--- src/rtl/e2bmi_pkg.sv ---
`default_nettype none

package e2bmi_pkg;

  // field widths
  localparam int OFFSET_W = 48;
  localparam int LOG_W    = 2;
  localparam int LEVEL_W  = 2;
  localparam int SLOT_W   = 4;
  localparam int IDX_W    = 10;
  localparam int INBLK_W  = 12;

  // logical block number width at the smallest block size
  localparam int BLK_W = OFFSET_W - 10;
  // relative block number inside the triple-indirect tree, largest block size
  localparam int REL_W = 30;

  // inode layout
  localparam int DIRECT_SLOTS = 12;

  // block size settings
  localparam logic [LOG_W-1:0] LOG_MAX        = 2'd2;
  localparam logic [4:0]       PTR_SHIFT_BASE = 5'd8;
  localparam logic [4:0]       BYTE_SHIFT_ADD = 5'd2;

  // map level codes
  typedef enum logic [LEVEL_W-1:0] {
    LVL_DIRECT = 2'd0,
    LVL_SINGLE = 2'd1,
    LVL_DOUBLE = 2'd2,
    LVL_TRIPLE = 2'd3
  } map_level_t;

  // inode pointer slots of the indirect trees
  localparam logic [SLOT_W-1:0] SLOT_SINGLE = SLOT_W'(DIRECT_SLOTS);
  localparam logic [SLOT_W-1:0] SLOT_DOUBLE = SLOT_W'(DIRECT_SLOTS + 1);
  localparam logic [SLOT_W-1:0] SLOT_TRIPLE = SLOT_W'(DIRECT_SLOTS + 2);

  // one mapped result
  typedef struct packed {
    logic [LEVEL_W-1:0] map_level;
    logic [SLOT_W-1:0]  pointer_slot;
    logic [IDX_W-1:0]   first_index;
    logic [IDX_W-1:0]   second_index;
    logic [IDX_W-1:0]   third_index;
    logic [INBLK_W-1:0] offset_in_block;
    logic               beyond_range;
  } res_t;

endpackage

`default_nettype wire

--- src/rtl/e2bmi_off_if.sv ---
`default_nettype none

interface e2bmi_off_if;
  import e2bmi_pkg::*;

  logic                valid;
  logic                ready;
  logic [OFFSET_W-1:0] byte_offset;

  modport source (output valid, output byte_offset, input ready);
  modport sink   (input valid, input byte_offset, output ready);
endinterface

`default_nettype wire

--- src/rtl/e2bmi_res_if.sv ---
`default_nettype none

interface e2bmi_res_if;
  import e2bmi_pkg::*;

  logic               valid;
  logic               ready;
  logic [LEVEL_W-1:0] map_level;
  logic [SLOT_W-1:0]  pointer_slot;
  logic [IDX_W-1:0]   first_index;
  logic [IDX_W-1:0]   second_index;
  logic [IDX_W-1:0]   third_index;
  logic [INBLK_W-1:0] offset_in_block;
  logic               beyond_range;

  modport source (
    output valid, output map_level, output pointer_slot, output first_index,
    output second_index, output third_index, output offset_in_block,
    output beyond_range, input ready
  );
  modport sink (
    input valid, input map_level, input pointer_slot, input first_index,
    input second_index, input third_index, input offset_in_block,
    input beyond_range, output ready
  );
endinterface

`default_nettype wire

--- src/rtl/e2bmi_cfg_if.sv ---
`default_nettype none

interface e2bmi_cfg_if;
  import e2bmi_pkg::*;

  logic             valid;
  logic             ready;
  logic [LOG_W-1:0] log_block_size;

  modport source (output valid, output log_block_size, input ready);
  modport sink   (input valid, input log_block_size, output ready);
endinterface

`default_nettype wire

--- src/rtl/e2bmi_map.sv ---
`default_nettype none

module e2bmi_map (
  input  logic [e2bmi_pkg::LOG_W-1:0]    log_block_size,
  input  logic [e2bmi_pkg::OFFSET_W-1:0] byte_offset,
  output e2bmi_pkg::res_t                res
);
  import e2bmi_pkg::*;

  logic [LOG_W-1:0]   lg;
  logic [4:0]         ps;
  logic [BLK_W-1:0]   blk;
  logic [INBLK_W-1:0] inblk;
  logic [BLK_W-1:0]   p1;
  logic [BLK_W-1:0]   p2;
  logic [BLK_W-1:0]   p3;
  logic [BLK_W-1:0]   base2;
  logic [BLK_W-1:0]   base3;
  logic [BLK_W-1:0]   lim;
  logic               in_direct;
  logic               in_single;
  logic               in_double;
  logic               in_triple;
  logic [REL_W-1:0]   base_sel;
  logic [REL_W-1:0]   rel;
  logic [IDX_W-1:0]   pmask;

  // block size, pointer count and logical block number
  always_comb begin
    lg    = (log_block_size > LOG_MAX) ? LOG_MAX : log_block_size;
    ps    = PTR_SHIFT_BASE + {3'b000, lg};
    blk   = BLK_W'(byte_offset >> (ps + BYTE_SHIFT_ADD));
    inblk = INBLK_W'(byte_offset)
            & INBLK_W'((13'd1 << (ps + BYTE_SHIFT_ADD)) - 13'd1);
    pmask = IDX_W'((11'd1 << ps) - 11'd1);
  end

  // start of each tree in logical blocks
  always_comb begin
    p1    = BLK_W'(1) << ps;
    p2    = BLK_W'(1) << {ps, 1'b0};
    p3    = p2 << ps;
    base2 = BLK_W'(DIRECT_SLOTS) + p1;
    base3 = base2 + p2;
    lim   = base3 + p3;
  end

  // level decision and block number relative to the chosen tree
  always_comb begin
    in_direct = blk < BLK_W'(DIRECT_SLOTS);
    in_single = blk < base2;
    in_double = blk < base3;
    in_triple = blk < lim;
    if (in_single) begin
      base_sel = REL_W'(DIRECT_SLOTS);
    end else if (in_double) begin
      base_sel = base2[REL_W-1:0];
    end else begin
      base_sel = base3[REL_W-1:0];
    end
    rel = blk[REL_W-1:0] - base_sel;
  end

  // split into per-level indexes
  always_comb begin
    res = '0;
    if (in_direct) begin
      res.map_level       = LVL_DIRECT;
      res.pointer_slot    = blk[SLOT_W-1:0];
      res.offset_in_block = inblk;
    end else if (in_single) begin
      res.map_level       = LVL_SINGLE;
      res.pointer_slot    = SLOT_SINGLE;
      res.first_index     = rel[IDX_W-1:0];
      res.offset_in_block = inblk;
    end else if (in_double) begin
      res.map_level       = LVL_DOUBLE;
      res.pointer_slot    = SLOT_DOUBLE;
      res.first_index     = IDX_W'(rel >> ps);
      res.second_index    = rel[IDX_W-1:0] & pmask;
      res.offset_in_block = inblk;
    end else if (in_triple) begin
      res.map_level       = LVL_TRIPLE;
      res.pointer_slot    = SLOT_TRIPLE;
      res.first_index     = IDX_W'(rel >> {ps, 1'b0});
      res.second_index    = IDX_W'(rel >> ps) & pmask;
      res.third_index     = rel[IDX_W-1:0] & pmask;
      res.offset_in_block = inblk;
    end else begin
      res.beyond_range    = 1'b1;
    end
  end

endmodule

`default_nettype wire

--- src/rtl/ext2_block_map_indexer_top.sv ---
// Maps a file byte offset onto the ext2 block map (twelve direct pointers,
// then single, double and triple indirect trees) and returns the level, the
// inode pointer slot, the index in each indirect block on the path and the
// byte offset inside the data block; offsets past the triple-indirect reach
// come back flagged with all other fields zero. The block takes one offset
// per cycle unless rsp stalls it; between the req transfer and the result
// on rsp lie one input register, the mapping logic, one result register. The
// log block size (a setting of 3 acts as 2) is written over cfg, which is
// always ready, and should only change while no offset is in flight.
`default_nettype none

module ext2_block_map_indexer_top (
  input logic          clk,
  input logic          rst,
  e2bmi_off_if.sink    req,
  e2bmi_res_if.source  rsp,
  e2bmi_cfg_if.sink    cfg
);
  import e2bmi_pkg::*;

  logic [LOG_W-1:0]    log_block_size;
  logic                a_valid;
  logic [OFFSET_W-1:0] a_offset;
  logic                b_valid;
  res_t                b_res;
  res_t                map_res;
  logic                b_free;
  logic                a_adv;

  // handshake control
  assign b_free    = !b_valid || rsp.ready;
  assign a_adv     = a_valid && b_free;
  assign req.ready = !a_valid || b_free;
  assign cfg.ready = 1'b1;

  // mapping logic
  e2bmi_map u_map (
    .log_block_size (log_block_size),
    .byte_offset    (a_offset),
    .res            (map_res)
  );

  // control registers
  always_ff @(posedge clk) begin
    if (rst) begin
      log_block_size <= '0;
      a_valid        <= 1'b0;
      b_valid        <= 1'b0;
    end else begin
      if (cfg.valid && cfg.ready) begin
        log_block_size <= cfg.log_block_size;
      end
      if (req.valid && req.ready) begin
        a_valid <= 1'b1;
      end else if (a_adv) begin
        a_valid <= 1'b0;
      end
      if (a_adv) begin
        b_valid <= 1'b1;
      end else if (rsp.ready) begin
        b_valid <= 1'b0;
      end
    end
  end

  // payload registers
  always_ff @(posedge clk) begin
    if (req.valid && req.ready) begin
      a_offset <= req.byte_offset;
    end
    if (a_adv) begin
      b_res <= map_res;
    end
  end

  // result outputs
  assign rsp.valid           = b_valid;
  assign rsp.map_level       = b_res.map_level;
  assign rsp.pointer_slot    = b_res.pointer_slot;
  assign rsp.first_index     = b_res.first_index;
  assign rsp.second_index    = b_res.second_index;
  assign rsp.third_index     = b_res.third_index;
  assign rsp.offset_in_block = b_res.offset_in_block;
  assign rsp.beyond_range    = b_res.beyond_range;

`ifndef SYNTHESIS
  // a flagged offset carries no mapping
  a_beyond_zero: assert property (@(posedge clk) disable iff (rst)
    (b_valid && b_res.beyond_range) |->
      (b_res.map_level == LVL_DIRECT && b_res.pointer_slot == '0 &&
       b_res.first_index == '0 && b_res.second_index == '0 &&
       b_res.third_index == '0 && b_res.offset_in_block == '0))
    else $error("beyond-range result has nonzero fields");

  // slot agrees with level
  a_slot_level: assert property (@(posedge clk) disable iff (rst)
    (b_valid && !b_res.beyond_range) |->
      ((b_res.map_level == LVL_DIRECT &&
        b_res.pointer_slot < SLOT_W'(DIRECT_SLOTS)) ||
       (b_res.map_level == LVL_SINGLE && b_res.pointer_slot == SLOT_SINGLE) ||
       (b_res.map_level == LVL_DOUBLE && b_res.pointer_slot == SLOT_DOUBLE) ||
       (b_res.map_level == LVL_TRIPLE && b_res.pointer_slot == SLOT_TRIPLE)))
    else $error("pointer slot does not match map level");

  // the third index stays zero below the triple level
  a_unused_idx: assert property (@(posedge clk) disable iff (rst)
    (b_valid && b_res.map_level != LVL_TRIPLE) |-> (b_res.third_index == '0))
    else $error("third index set below triple level");

  // an item that may advance reaches the result register
  a_advance: assert property (@(posedge clk) disable iff (rst)
    a_adv |=> b_valid)
    else $error("item lost between stages");

  // a full, stalled input stage takes no new item
  a_no_overrun: assert property (@(posedge clk) disable iff (rst)
    (a_valid && !b_free) |-> !req.ready)
    else $error("input accepted while input stage stalled");
`endif

endmodule

`default_nettype wire

--- src/flat_wrapper.sv ---
// flat-port wrapper written by rule: the top's interface ports become plain ports
module ext2_block_map_indexer_top_flat import e2bmi_pkg::*;
  (clk, rst, req_valid, req_byte_offset, req_ready, rsp_valid, rsp_map_level, rsp_pointer_slot, rsp_first_index, rsp_second_index, rsp_third_index, rsp_offset_in_block, rsp_beyond_range, rsp_ready, cfg_valid, cfg_log_block_size, cfg_ready);
  e2bmi_off_if req_i ();
  e2bmi_res_if rsp_i ();
  e2bmi_cfg_if cfg_i ();
  input logic clk;
  input logic rst;
  input wire logic [$bits(req_i.valid)-1:0] req_valid;
  input wire logic [$bits(req_i.byte_offset)-1:0] req_byte_offset;
  output wire logic [$bits(req_i.ready)-1:0] req_ready;
  output wire logic [$bits(rsp_i.valid)-1:0] rsp_valid;
  output wire logic [$bits(rsp_i.map_level)-1:0] rsp_map_level;
  output wire logic [$bits(rsp_i.pointer_slot)-1:0] rsp_pointer_slot;
  output wire logic [$bits(rsp_i.first_index)-1:0] rsp_first_index;
  output wire logic [$bits(rsp_i.second_index)-1:0] rsp_second_index;
  output wire logic [$bits(rsp_i.third_index)-1:0] rsp_third_index;
  output wire logic [$bits(rsp_i.offset_in_block)-1:0] rsp_offset_in_block;
  output wire logic [$bits(rsp_i.beyond_range)-1:0] rsp_beyond_range;
  input wire logic [$bits(rsp_i.ready)-1:0] rsp_ready;
  input wire logic [$bits(cfg_i.valid)-1:0] cfg_valid;
  input wire logic [$bits(cfg_i.log_block_size)-1:0] cfg_log_block_size;
  output wire logic [$bits(cfg_i.ready)-1:0] cfg_ready;
  assign req_i.valid = req_valid;
  assign req_i.byte_offset = req_byte_offset;
  assign req_ready = req_i.ready;
  assign rsp_valid = rsp_i.valid;
  assign rsp_map_level = rsp_i.map_level;
  assign rsp_pointer_slot = rsp_i.pointer_slot;
  assign rsp_first_index = rsp_i.first_index;
  assign rsp_second_index = rsp_i.second_index;
  assign rsp_third_index = rsp_i.third_index;
  assign rsp_offset_in_block = rsp_i.offset_in_block;
  assign rsp_beyond_range = rsp_i.beyond_range;
  assign rsp_i.ready = rsp_ready;
  assign cfg_i.valid = cfg_valid;
  assign cfg_i.log_block_size = cfg_log_block_size;
  assign cfg_ready = cfg_i.ready;
  ext2_block_map_indexer_top u_core (.clk(clk), .rst(rst), .req(req_i), .rsp(rsp_i), .cfg(cfg_i));
endmodule
--- config.mk ---
export PLATFORM = sky130hd
export DESIGN_NAME = ext2_block_map_indexer_top_flat
export DESIGN_NICKNAME = d
export VERILOG_FILES = /design/src/rtl/e2bmi_pkg.sv /design/src/rtl/e2bmi_off_if.sv /design/src/rtl/e2bmi_res_if.sv /design/src/rtl/e2bmi_cfg_if.sv /design/src/rtl/e2bmi_map.sv /design/src/rtl/ext2_block_map_indexer_top.sv /design/src/flat_wrapper.sv
export SDC_FILE = /design/constraint.sdc
export NUM_CORES = 1
export LEC_CHECK = 0
export ABC_AREA = 1
export BUFFER_PORTS_ARGS = -buffer_cell sky130_fd_sc_hd__buf_2
export CORE_MARGIN = 2
export CORE_UTILIZATION = 50
export DETAILED_ROUTE_END_ITERATION = 7
export PLACE_DENSITY = 0.79
export SETUP_SLACK_MARGIN = 0.2
export SKIP_CTS_REPAIR_TIMING = 1
export SYNTH_ARGS = -nofsm -noshare
export SYNTH_HDL_FRONTEND = slang
export SYNTH_HIERARCHICAL = 1
export SYNTH_SLANG_ARGS = --single-unit
--- constraint.sdc ---
create_clock -name clk -period 4.11 [get_ports clk]
set_clock_uncertainty 0.1 [all_clocks]
set_input_delay 0.2055 -clock clk [delete_from_list [all_inputs] [get_ports clk]]
set_output_delay 0.2055 -clock clk [all_outputs]
set_load 0.01 [all_outputs]
==> impl_metrics.yaml, run 1 <==
setup_path:
  cp-start-kind: "register"
  cp_max_fo: 9
  cp_data_required_time_ns: 4.11
  r2r_slack_ns: -0.14
  end_kind: "register"
  reg2reg_to: "u_core/rsp.first_index[8]"
  path_class: "register to register"
  rr_startpoint: "u_core/log_block_size[0]"
  cp.arrival_ns: 4.25
  rr_worst_depth: 27
power_and_ir_drop:
  switchingPower_uw: 1115
  p_leak_uw: 0.004753
  seq_power_share: 0.380
  p_comb_frac: 0.362
  peakVddDrop_uv: 262.7
  power.density_nw_per_um2: 313.5
  p_clk_frac: 0.259
  swShare: 0.3500
  p_int_uw: 2071
logic_synthesis:
  synth.cell_area_um2: 7188
  synth_top_cell_by_area: "edfxtp_1"
  synth.area.top_cells: "edfxtp_1, nand2_1, inv_1"
  syn_area_per_cell_um2: 7.805
  ys_warn_count: 6
  synth.most_common_cell: "nand2_1"
  yosys.area.top_type_share: 0.4052
  ys_types: 52
  synthTopCellsByCount: "nand2_1, inv_1, edfxtp_1"
  synth_seq_cells: 101
  ys.flop_type: "edfxtp_1"
  synth_cells: 921
  async_flop_share: 0
  synth_edf_count: 97
  ys_seq_area_frac: 0.4164
final_layout:
  synthToLayoutAreaGrowth_pct: 41.36
  fill_cells: 996
  diodes: 0
  nets: 1256
  drive_above_1_share: 0.3545
die:
  rows: 43
  ios: 107
  die_w_um: 123.9
  start_util: 0.5139
  die_area_um2: 15350
  die_y_um: 123.9
  core_um2: 13990
detailed_routing:
  drt_wl_total_um: 22500
  drc: 0
  vias_per_cell: 5.436
  num_vias: 7387
  drtPass1Iterations: 6
  first_iter_violations: 616
  wire_per_inst_um: 16.56
  ant_nets: 0
outcome:
  outcome: "complete, but fails checks"
  violations: "negative setup slack"
sta:
  max_freq_mhz: 235.3
  finalWorstSetupSlack_ns: -0.1407
  setup_tns_ns: -0.6065
  fin_hold_ws_ns: 0.009533
  max-slew-margin-rel: 0.3653
  finalMaxSlewViolations: 0
  hold_viol_final: 0
  tightest_slew_ns: 0.9507
  finalCriticalPeriod_ns: 4.251
  rsz0062_at_grt: "true"
  setup_violations: 10
  finalCritPeriodShare: 1.034
place:
  place.gp.congestion: 0.9428
  io_buffers: 105
  dpl.hpwl_um: 15230
  dpl_worst_slack_ns: -0.07549
hold_path:
  holdCritPathClass: "primary input to register"
  hold_path_startpoint: "cfg_log_block_size[0]"
  min_delay_worst_endpoint: "u_core/log_block_size[0]"
  hold_depth: 3
clock_tree:
  path_clk_slew_ns: 0.07
  cts_tree: "done"
  h-tree-depth: 3
  clk_latency_ns: 0.36
  clock_sinks: 101
  clock_path_buffers: 2
  root_buffer: "clkbuf_16"
  numCtsBuffers: 9
grt:
  grt_antenna_before_repair: 0
  grt_pass1_vias: 6166
  grt_pass1_wl_um: 30190
  grt.total_usage: 0.2571
  grt_max_degree: 50
  gr-total-overflow: 0
job:
  cap_violations: 0
==> cell type report <==
class                      instances  area [µm²]  share of cell area
inverter                         147       569.3             0.05603
clock inverter                     6       58.81            0.005787
sequential                       101        2998              0.2950
clock buffer                       9       225.2             0.02216
tap                              180       225.2             0.02216
multi-input combinational        659        4180              0.4114
timing repair buffer             257        1904              0.1874
==> per-stage QoR <==
stage                     instance area (µm²)  power (µW)  utilization  instances
after floorplan                          7326        1805            -        931
after global routing                    10160        3332       0.7264       1359
after detailed placement                 8538        2127       0.6104       1272
final                                   10160        3185       0.7264       1359
after global placement                   8538        2114       0.6104       1272
after CTS                                8822        2938       0.6307       1287
==> critical path: stages, from the launching register on <==
cell and delay, ns:
dfxtp_2 0.33, buf_12 0.15, inv_6 0.10, nand2_4 0.08, buf_4 0.19, o21ai_2 0.15
nor2_2 0.07, buf_4 0.16, nor2_2 0.18, nand4_1 0.21, nor2_2 0.26, nand3_2 0.14
nand2_4 0.11, buf_6 0.10, nand3_4 0.06, ha_4 0.17, or2_2 0.29, inv_2 0.08
nand2_1 0.09, a21oi_2 0.16, nor2_1 0.07, nor4_2 0.13, o21ai_1 0.11, xor2_1 0.18
nand2_1 0.07, nand3_1 0.09, nor2_2 0.13, nor2_1 0.04
==> layer usage <==
metal  up-vias  share of wire  GRT usage
met5         -              0          0
met4         0          0.040     0.1039
met3        86          0.075    0.03526
met2       394           0.50     0.4289
met1      3396           0.39     0.3385
li1       3511              -          -
==> sequential cells by signal (all words and copies together), names as in the netlist <==
name                        count
u_core/rsp.first_index         10
u_core/rsp.offset_in_block     12
u_core/rsp.second_index        10
u_core/rsp.beyond_range         1
u_core/a_offset                48
u_core/rsp.third_index         10
u_core/rsp.map_level            2
u_core/log_block_size           2
u_core/rsp.valid                1
u_core/rsp.pointer_slot         4
u_core/a_valid                  1
==> power by group through the flow <==
| stage | sequential, µW | combinational (µW) | clock [µW] |
|---|---|---|---|
| 2_1_floorplan | 1240 | 567 | 0 |
| 3_3_place_gp | 1230 | 886 | 0 |
| 3_5_place_dp | 1230 | 896 | 0 |
| 4_1_cts | 1210 | 902 | 828 |
| 5_1_grt | 1210 | 1240 | 872 |
| 6_report | 1210 | 1150 | 824 |
==> worst max path at each step <==
| stage | to | cells after the start | slack, ns | start |
|---|---|---|---|---|
| 3_3_place_gp | u_core/rsp.first_index[7] | 32 | 0.05 | u_core/log_block_size[0] |
| 3_5_place_dp | u_core/rsp.first_index[7] | 33 | -0.08 | u_core/log_block_size[1] |
| 5_1_grt | u_core/rsp.first_index[9] | 27 | -0.39 | u_core/log_block_size[0] |
| 4_1_cts | u_core/rsp.first_index[7] | 33 | -0.14 | u_core/log_block_size[1] |
| 2_1_floorplan | u_core/rsp.first_index[7] | 34 | 0.16 | u_core/log_block_size[1] |
| 6_report | u_core/rsp.first_index[8] | 27 | -0.14 | u_core/log_block_size[0] |
==> cell families after synthesis <==
group / share of synthesized area
adder cells (fa/ha/maj): 0.04526
XOR/XNOR: 0.01567
buffers and inverters: 0.1020
flip-flops: 0.4164
AND/OR/NAND/NOR: 0.3445
AO/OA/AOI/OAI: 0.07519
other: 0.001045
==> cells in the final DEF, fill, tap and decap left out, types with 3 or more instances in the layout <==
master / synthesis / layout
nor3_1: 14 / 13
o22ai_1: 5 / 5
clkbuf_16: 0 / 11
nand3_4: 5 / 11
nor2_4: 6 / 10
a21oi_2: 4 / 16
nand3_2: 13 / 30
a31oi_1: 3 / 3
buf_4: 6 / 89
o21ai_0: 14 / 11
inv_1: 135 / 127
nor2_2: 6 / 20
and2_4: 2 / 3
buf_2: 10 / 105
nand3_1: 88 / 65
ha_1: 26 / 18
o21ai_1: 12 / 11
edfxtp_1: 97 / 97
ha_4: 0 / 7
buf_12: 0 / 4
a21oi_4: 0 / 3
nand2_4: 5 / 14
o21ai_2: 0 / 4
or2_2: 3 / 3
nand2_1: 246 / 219
nand4_1: 13 / 13
a21oi_1: 40 / 25
xor2_1: 9 / 5
dlygate4sd3_1: 0 / 49
inv_2: 8 / 14
nand2_2: 15 / 32
nor2_1: 86 / 69
buf_6: 6 / 8
conb_1: 2 / 12
(Power assumes the default switching activity.)
==> run 2: changes to the inputs <==
--- a/config.mk
+++ b/config.mk
@@ -5,12 +5,11 @@
 export SDC_FILE = /design/constraint.sdc
 export NUM_CORES = 1
 export LEC_CHECK = 0
-export ABC_AREA = 1
 export BUFFER_PORTS_ARGS = -buffer_cell sky130_fd_sc_hd__buf_2
 export CORE_MARGIN = 2
 export CORE_UTILIZATION = 50
 export DETAILED_ROUTE_END_ITERATION = 7
-export PLACE_DENSITY = 0.79
+export PLACE_DENSITY = 0.76
 export SETUP_SLACK_MARGIN = 0.2
 export SKIP_CTS_REPAIR_TIMING = 1
 export SYNTH_ARGS = -nofsm -noshare
==> constraint.sdc (replaced) <==
create_clock -name clk -period 4.07 [get_ports clk]
set_clock_uncertainty 0.1 [all_clocks]
set_input_delay 0.2035 -clock clk [delete_from_list [all_inputs] [get_ports clk]]
set_output_delay 0.2035 -clock clk [all_outputs]
set_load 0.01 [all_outputs]
==> run 2 against run 1 <==
Net effect: the flow still finishes with violations (negative setup slack); sequential share of layout area decreased by 3.3 points; register-to-register slack worse by 0.78 ns; clock-buffer cell count stayed put; first-iteration DRC count grew 57%; critical path type unchanged; global-route usage is 5.2 points higher; cell area increased by 13%; sequential cell count is the same; fmax shrank 15%; critical path depth decreased by 6; routed wire length rose by 22%.
==> impl_metrics.yaml, run 2 <==
setup_path:
  cp.arrival_ns: 5.00
  cp-start-kind: "register"
  path_class: "register to register"
  cp_max_fo: 5
  end_kind: "register"
  rr_worst_depth: 21
  cp_data_required_time_ns: 4.08
logic_synthesis:
  synth.most_common_cell: "edfxtp_1"
  synth.area.top_cells: "edfxtp_1, mux2i_1, ha_1"
  synth_edf_count: 97
  yosys.area.top_type_share: 0.3898
  synth.cell_area_um2: 7473
  ys_seq_area_frac: 0.4005
  synth_cells: 777
  ys.flop_type: "edfxtp_1"
  async_flop_share: 0
  synth_seq_cells: 101
  syn_area_per_cell_um2: 9.618
  ys_types: 91
  synthTopCellsByCount: "edfxtp_1, nand2_1, nor2_1"
  ys_warn_count: 6
  synth_top_cell_by_area: "edfxtp_1"
hold_path:
  holdCritPathClass: "primary input to register"
  hold_depth: 3
clock_tree:
  path_clk_slew_ns: 0.07
  clock_path_buffers: 2
  root_buffer: "clkbuf_16"
  clk_latency_ns: 0.37
  clock_sinks: 101
  cts_tree: "done"
  h-tree-depth: 3
  numCtsBuffers: 9
sta:
  hold_viol_final: 0
  finalCriticalPeriod_ns: 4.991
  rsz0062_at_grt: "true"
  fin_hold_ws_ns: 0.0003640
  finalMaxSlewViolations: 0
  finalWorstSetupSlack_ns: -0.9209
  tightest_slew_ns: 1.243
  max_freq_mhz: 200.4
  finalCritPeriodShare: 1.226
  max-slew-margin-rel: 0.1714
  setup_violations: 20
final_layout:
  largest_reg_flops: 48
  largest_register: "u_core/a_offset"
  layout.cells.most_common: "buf_4"
  drive_above_1_share: 0.4456
  nets: 1207
  layout_common_cells: "buf_4, buf_2, edfxtp_1"
  synthToLayoutAreaGrowth_pct: 53.39
  fin_cells: 1315
  design_area_um2: 11460
  diodes: 0
place:
  dpl.cell_count: 1223
  dpl.hpwl_um: 19130
  placed_area_um2: 9782
  io_buffers: 105
  dpl_worst_slack_ns: -1.144
  place.gp.congestion: 0.9960
outcome:
  outcome: "complete, but fails checks"
  violations: "negative setup slack"
grt:
  grt.total_usage: 0.3090
  grt_max_degree: 50
  gr-total-overflow: 0
  grt_pass1_wl_um: 38620
  grt_pass1_vias: 7229
  grt_antenna_before_repair: 0
die:
  rows: 44
  core_um2: 14590
  die_area_um2: 15940
  start_util: 0.5123
  die_w_um: 126.3
  die_y_um: 126.3
  ios: 107
detailed_routing:
  drt_wl_total_um: 27420
  num_vias: 8091
  drc: 0
  wire_per_inst_um: 20.85
  drtPass1Iterations: 6
  first_iter_violations: 970
  ant_nets: 0
  vias_per_cell: 6.153
power_and_ir_drop:
  p_leak_uw: 0.004598
  peakVddDrop_uv: 252.5
  power.density_nw_per_um2: 318.1
job:
  cap_violations: 0
## run 2: layout make-up
type,instances,area (µm²)
Clock buffer,9,225.2
Clock inverter,7,88.84
Fill cell,910,3126
Inverter,22,82.58
Multi-Input combinational cell,611,4997
Sequential cell,101,3000
Tap cell,184,230.2
Timing Repair Buffer,381,2839
## run 2: final timing paths
check                                start                   endpoint  slack, ns
setup / recovery  u_core/log_block_size[0]  u_core/rsp.first_index[8]      -0.92
hold / removal                   req_valid             u_core/a_valid     0.0004
setup reg to reg  u_core/log_block_size[0]  u_core/rsp.first_index[8]      -0.92
hold reg to reg             u_core/a_valid           u_core/rsp.valid       0.40
## run 2: power breakdown
part	switching, µW	internal [µW]
sequential	29.3	1200
combinational	800	708
clock	461	443
total	1290	2360
## run 2: critical path, stage by stage (launching register included)
cell	delay (ns)
dfxtp_4	0.39
buf_12	0.12
mux2i_1	0.18
o21ai_1	0.12
ha_1	0.31
nand3_1	0.08
or3_4	0.38
o211a_4	0.28
buf_6	0.13
a31oi_4	0.19
inv_2	0.08
ha_4	0.23
a21oi_4	0.18
o21ai_2	0.07
or3_4	0.38
o21ai_2	0.15
a31oi_2	0.08
or3_4	0.48
a41oi_4	0.25
mux2i_1	0.27
o31a_1	0.22
a21oi_2	0.07
## run 2: kinds of logic (layout without fill, tap and decap cells)
logic type	after synthesis	in the layout	share of synthesized area
fa+ha+maj	26	26	0.04353
other cells	2	12	0.001005
mux	48	48	0.06898
simple gates	271	271	0.1895
flops	101	101	0.4005
xor+xnor	28	28	0.03281
buf+inv	75	419	0.04587
compound gates	226	226	0.2178
## run 2: metal layers
metal | part of all wire | GRT usage | vias up | wire, µm
li1 | - | - | 3668 | -
met1 | 0.39 | 0.4081 | 3798 | 10610
met2 | 0.48 | 0.5092 | 520 | 13030
met3 | 0.099 | 0.05310 | 105 | 2714
met4 | 0.039 | 0.1189 | 0 | 1064
met5 | 0 | 0 | - | 0
## run 2: stage by stage
stage / total power, µW / utilization / setup TNS, ns
floorplan: 1959 / - / -21.03
global placement: 2448 / 0.6705 / -15.48
detailed placement: 2466 / 0.6705 / -17.19
CTS: 3358 / 0.6920 / -18.39
global route: 3780 / 0.7858 / -17.25
finish: 3647 / 0.7858 / -14.13
==> run 3: changes to the inputs <==
--- a/config.mk
+++ b/config.mk
@@ -12,6 +12,8 @@
 export PLACE_DENSITY = 0.76
 export SETUP_SLACK_MARGIN = 0.2
 export SKIP_CTS_REPAIR_TIMING = 1
+export SKIP_LAST_GASP = 1
+export SLEW_MARGIN = 15
 export SYNTH_ARGS = -nofsm -noshare
 export SYNTH_HDL_FRONTEND = slang
 export SYNTH_HIERARCHICAL = 1
==> run 3 against run 2 <==
Net effect: the flow still finishes with violations (negative setup slack); combinational power barely moved; global-route usage unchanged; routed wire length shrank 0.69%; hold slack improved by 0.0027 ns; core utilization fell by 0.051 points; sequential share of layout area hardly changed; critical path depth did not move; clock-buffer cell count unchanged; die area is the same; largest cell class unchanged; largest power group unchanged.
==> impl_metrics.yaml, run 3 (synthesis results as in run 2) <==
final_layout:
  fill_cells: 910
  layout.cells.most_common: "buf_4"
  diodes: 0
  layout_common_cells: "buf_4, buf_2, edfxtp_1"
  largest_register: "u_core/a_offset"
  multi_input_area_um2: 4990
  seq_area_um2: 3000
  drive_above_1_share: 0.4430
  nets: 1207
  synthToLayoutAreaGrowth_pct: 53.29
  largest_reg_flops: 48
  fin_cells: 1315
grt:
  gr-total-overflow: 0
  grt_max_degree: 50
  grt_antenna_before_repair: 0
  grt_pass1_wl_um: 38620
  grt.total_usage: 0.3090
  grt_pass1_vias: 7229
clock_tree:
  h-tree-depth: 3
  numCtsBuffers: 9
  root_buffer: "clkbuf_16"
  path_clk_slew_ns: 0.08
  cts_tree: "done"
  clock_sinks: 101
  clk_latency_ns: 0.37
  clock_path_buffers: 2
die:
  die_y_um: 126.3
  start_util: 0.5123
  ios: 107
  rows: 44
  die_area_um2: 15940
  core_um2: 14590
  die_w_um: 126.3
setup_path:
  end_kind: "register"
  path_class: "register to register"
  timing.critical_path.buf_inv: 3
  path_cells: "buf_12 -> mux2i_1 -> o21ai_1 -> ha_1 -> nand3_1 -> or3_4 -> o211a_4 -> buf_6 -> a31oi_4 -> inv_2 -> ha_4 -> a21oi_4 -> o21ai_2 -> or3_4 -> o21ai_2 -> a31oi_2 -> or3_4 -> a41oi_4 -> mux2i_1 -> o31a_1 -> a21oi_2"
  cpMostUsedCell: "or3_4"
  path_delay_family: "compound AO/OA/AOI/OAI gates"
  cp_data_required_time_ns: 4.08
  slowest_delay_ns: 0.48
  cp-start-kind: "register"
  crit_slowest_cell: "or3_4"
  cp.arrival_ns: 5.00
  cp_max_fo: 5
sta:
  fin_hold_ws_ns: 0.003049
  finalCriticalPeriod_ns: 4.993
  hold_viol_final: 0
  setup_violations: 20
  finalWorstSetupSlack_ns: -0.9227
  max-slew-margin-rel: 0.5390
  finalMaxSlewViolations: 0
  finalCritPeriodShare: 1.227
  tightest_slew_ns: 0.6916
  max_freq_mhz: 200.3
  setup_tns_ns: -14.25
  rsz0062_at_grt: "true"
job:
  cap_violations: 0
outcome:
  violations: "negative setup slack"
  outcome: "complete, but fails checks"
detailed_routing:
  drc: 0
  drtPass1Iterations: 6
  num_vias: 8111
  drt_wl_total_um: 27230
  wire_per_inst_um: 20.71
  vias_per_cell: 6.168
  first_iter_violations: 1050
  ant_nets: 0
place:
  dpl.hpwl_um: 19130
  dpl.cell_count: 1223
  place.gp.congestion: 0.9960
  io_buffers: 105
power_and_ir_drop:
  peakVddDrop_uv: 251.4
  power.density_nw_per_um2: 317.4
  p_leak_uw: 0.004604
hold_path:
  holdCritPathClass: "primary input to register"
## run 3: area by class of cell
class,instances,area share
tap,184,0.02010
inverter,22,0.007208
timing repair buffer,381,0.2478
sequential,101,0.2619
multi-input combinational,611,0.4356
clock inverter,7,0.007754
clock buffer,9,0.01966
## run 3: worst reg2reg max path: stages (launching register included)
cell and delay [ns]:
dfxtp_4 0.39, buf_12 0.13, mux2i_1 0.18, o21ai_1 0.12
ha_1 0.31, nand3_1 0.08, or3_4 0.38, o211a_4 0.28
buf_6 0.13, a31oi_4 0.19, inv_2 0.08, ha_4 0.23
a21oi_4 0.18, o21ai_2 0.07, or3_4 0.38, o21ai_2 0.16
a31oi_2 0.08, or3_4 0.48, a41oi_4 0.25, mux2i_1 0.27
o31a_1 0.22, a21oi_2 0.07
## run 3: where the power goes
group          total, µW  switching (µW)  leakage (µW)  internal [µW]
Clock                901             458      0.000152            443
Combinational       1500             795       0.00350            706
Sequential          1230            29.4      0.000947           1200
Total               3640            1280       0.00460           2350
## run 3: metrics by stage
step,setup WS (ns),util,power [µW],instance area [µm²]
after floorplan,-1.250,-,1959,7878
after global placement,-1.117,0.6705,2448,9782
after detailed placement,-1.144,0.6705,2466,9782
after CTS,-1.173,0.6920,3358,10100
after global routing,-1.061,0.7852,3777,11460
final,-0.9227,0.7852,3636,11460
## run 3: worst paths after layout
path              slack (ns)                     start                   endpoint  cells past startpoint
setup / recovery       -0.92  u_core/log_block_size[0]  u_core/rsp.first_index[8]                     21
hold / removal         0.003                 req_valid             u_core/a_valid                      3
setup reg to reg       -0.92  u_core/log_block_size[0]  u_core/rsp.first_index[8]                     21
hold reg to reg         0.44            u_core/a_valid           u_core/rsp.valid                      2
## run 3: per-layer routing
metal,wire [µm],vias to the layer above,part of all wire,GRT usage
met4,1120,0,0.041,0.1189
met2,12930,532,0.47,0.5092
met3,2586,105,0.095,0.05310
li1,-,3669,-,-
met1,10590,3805,0.39,0.4081
met5,0,-,0,0
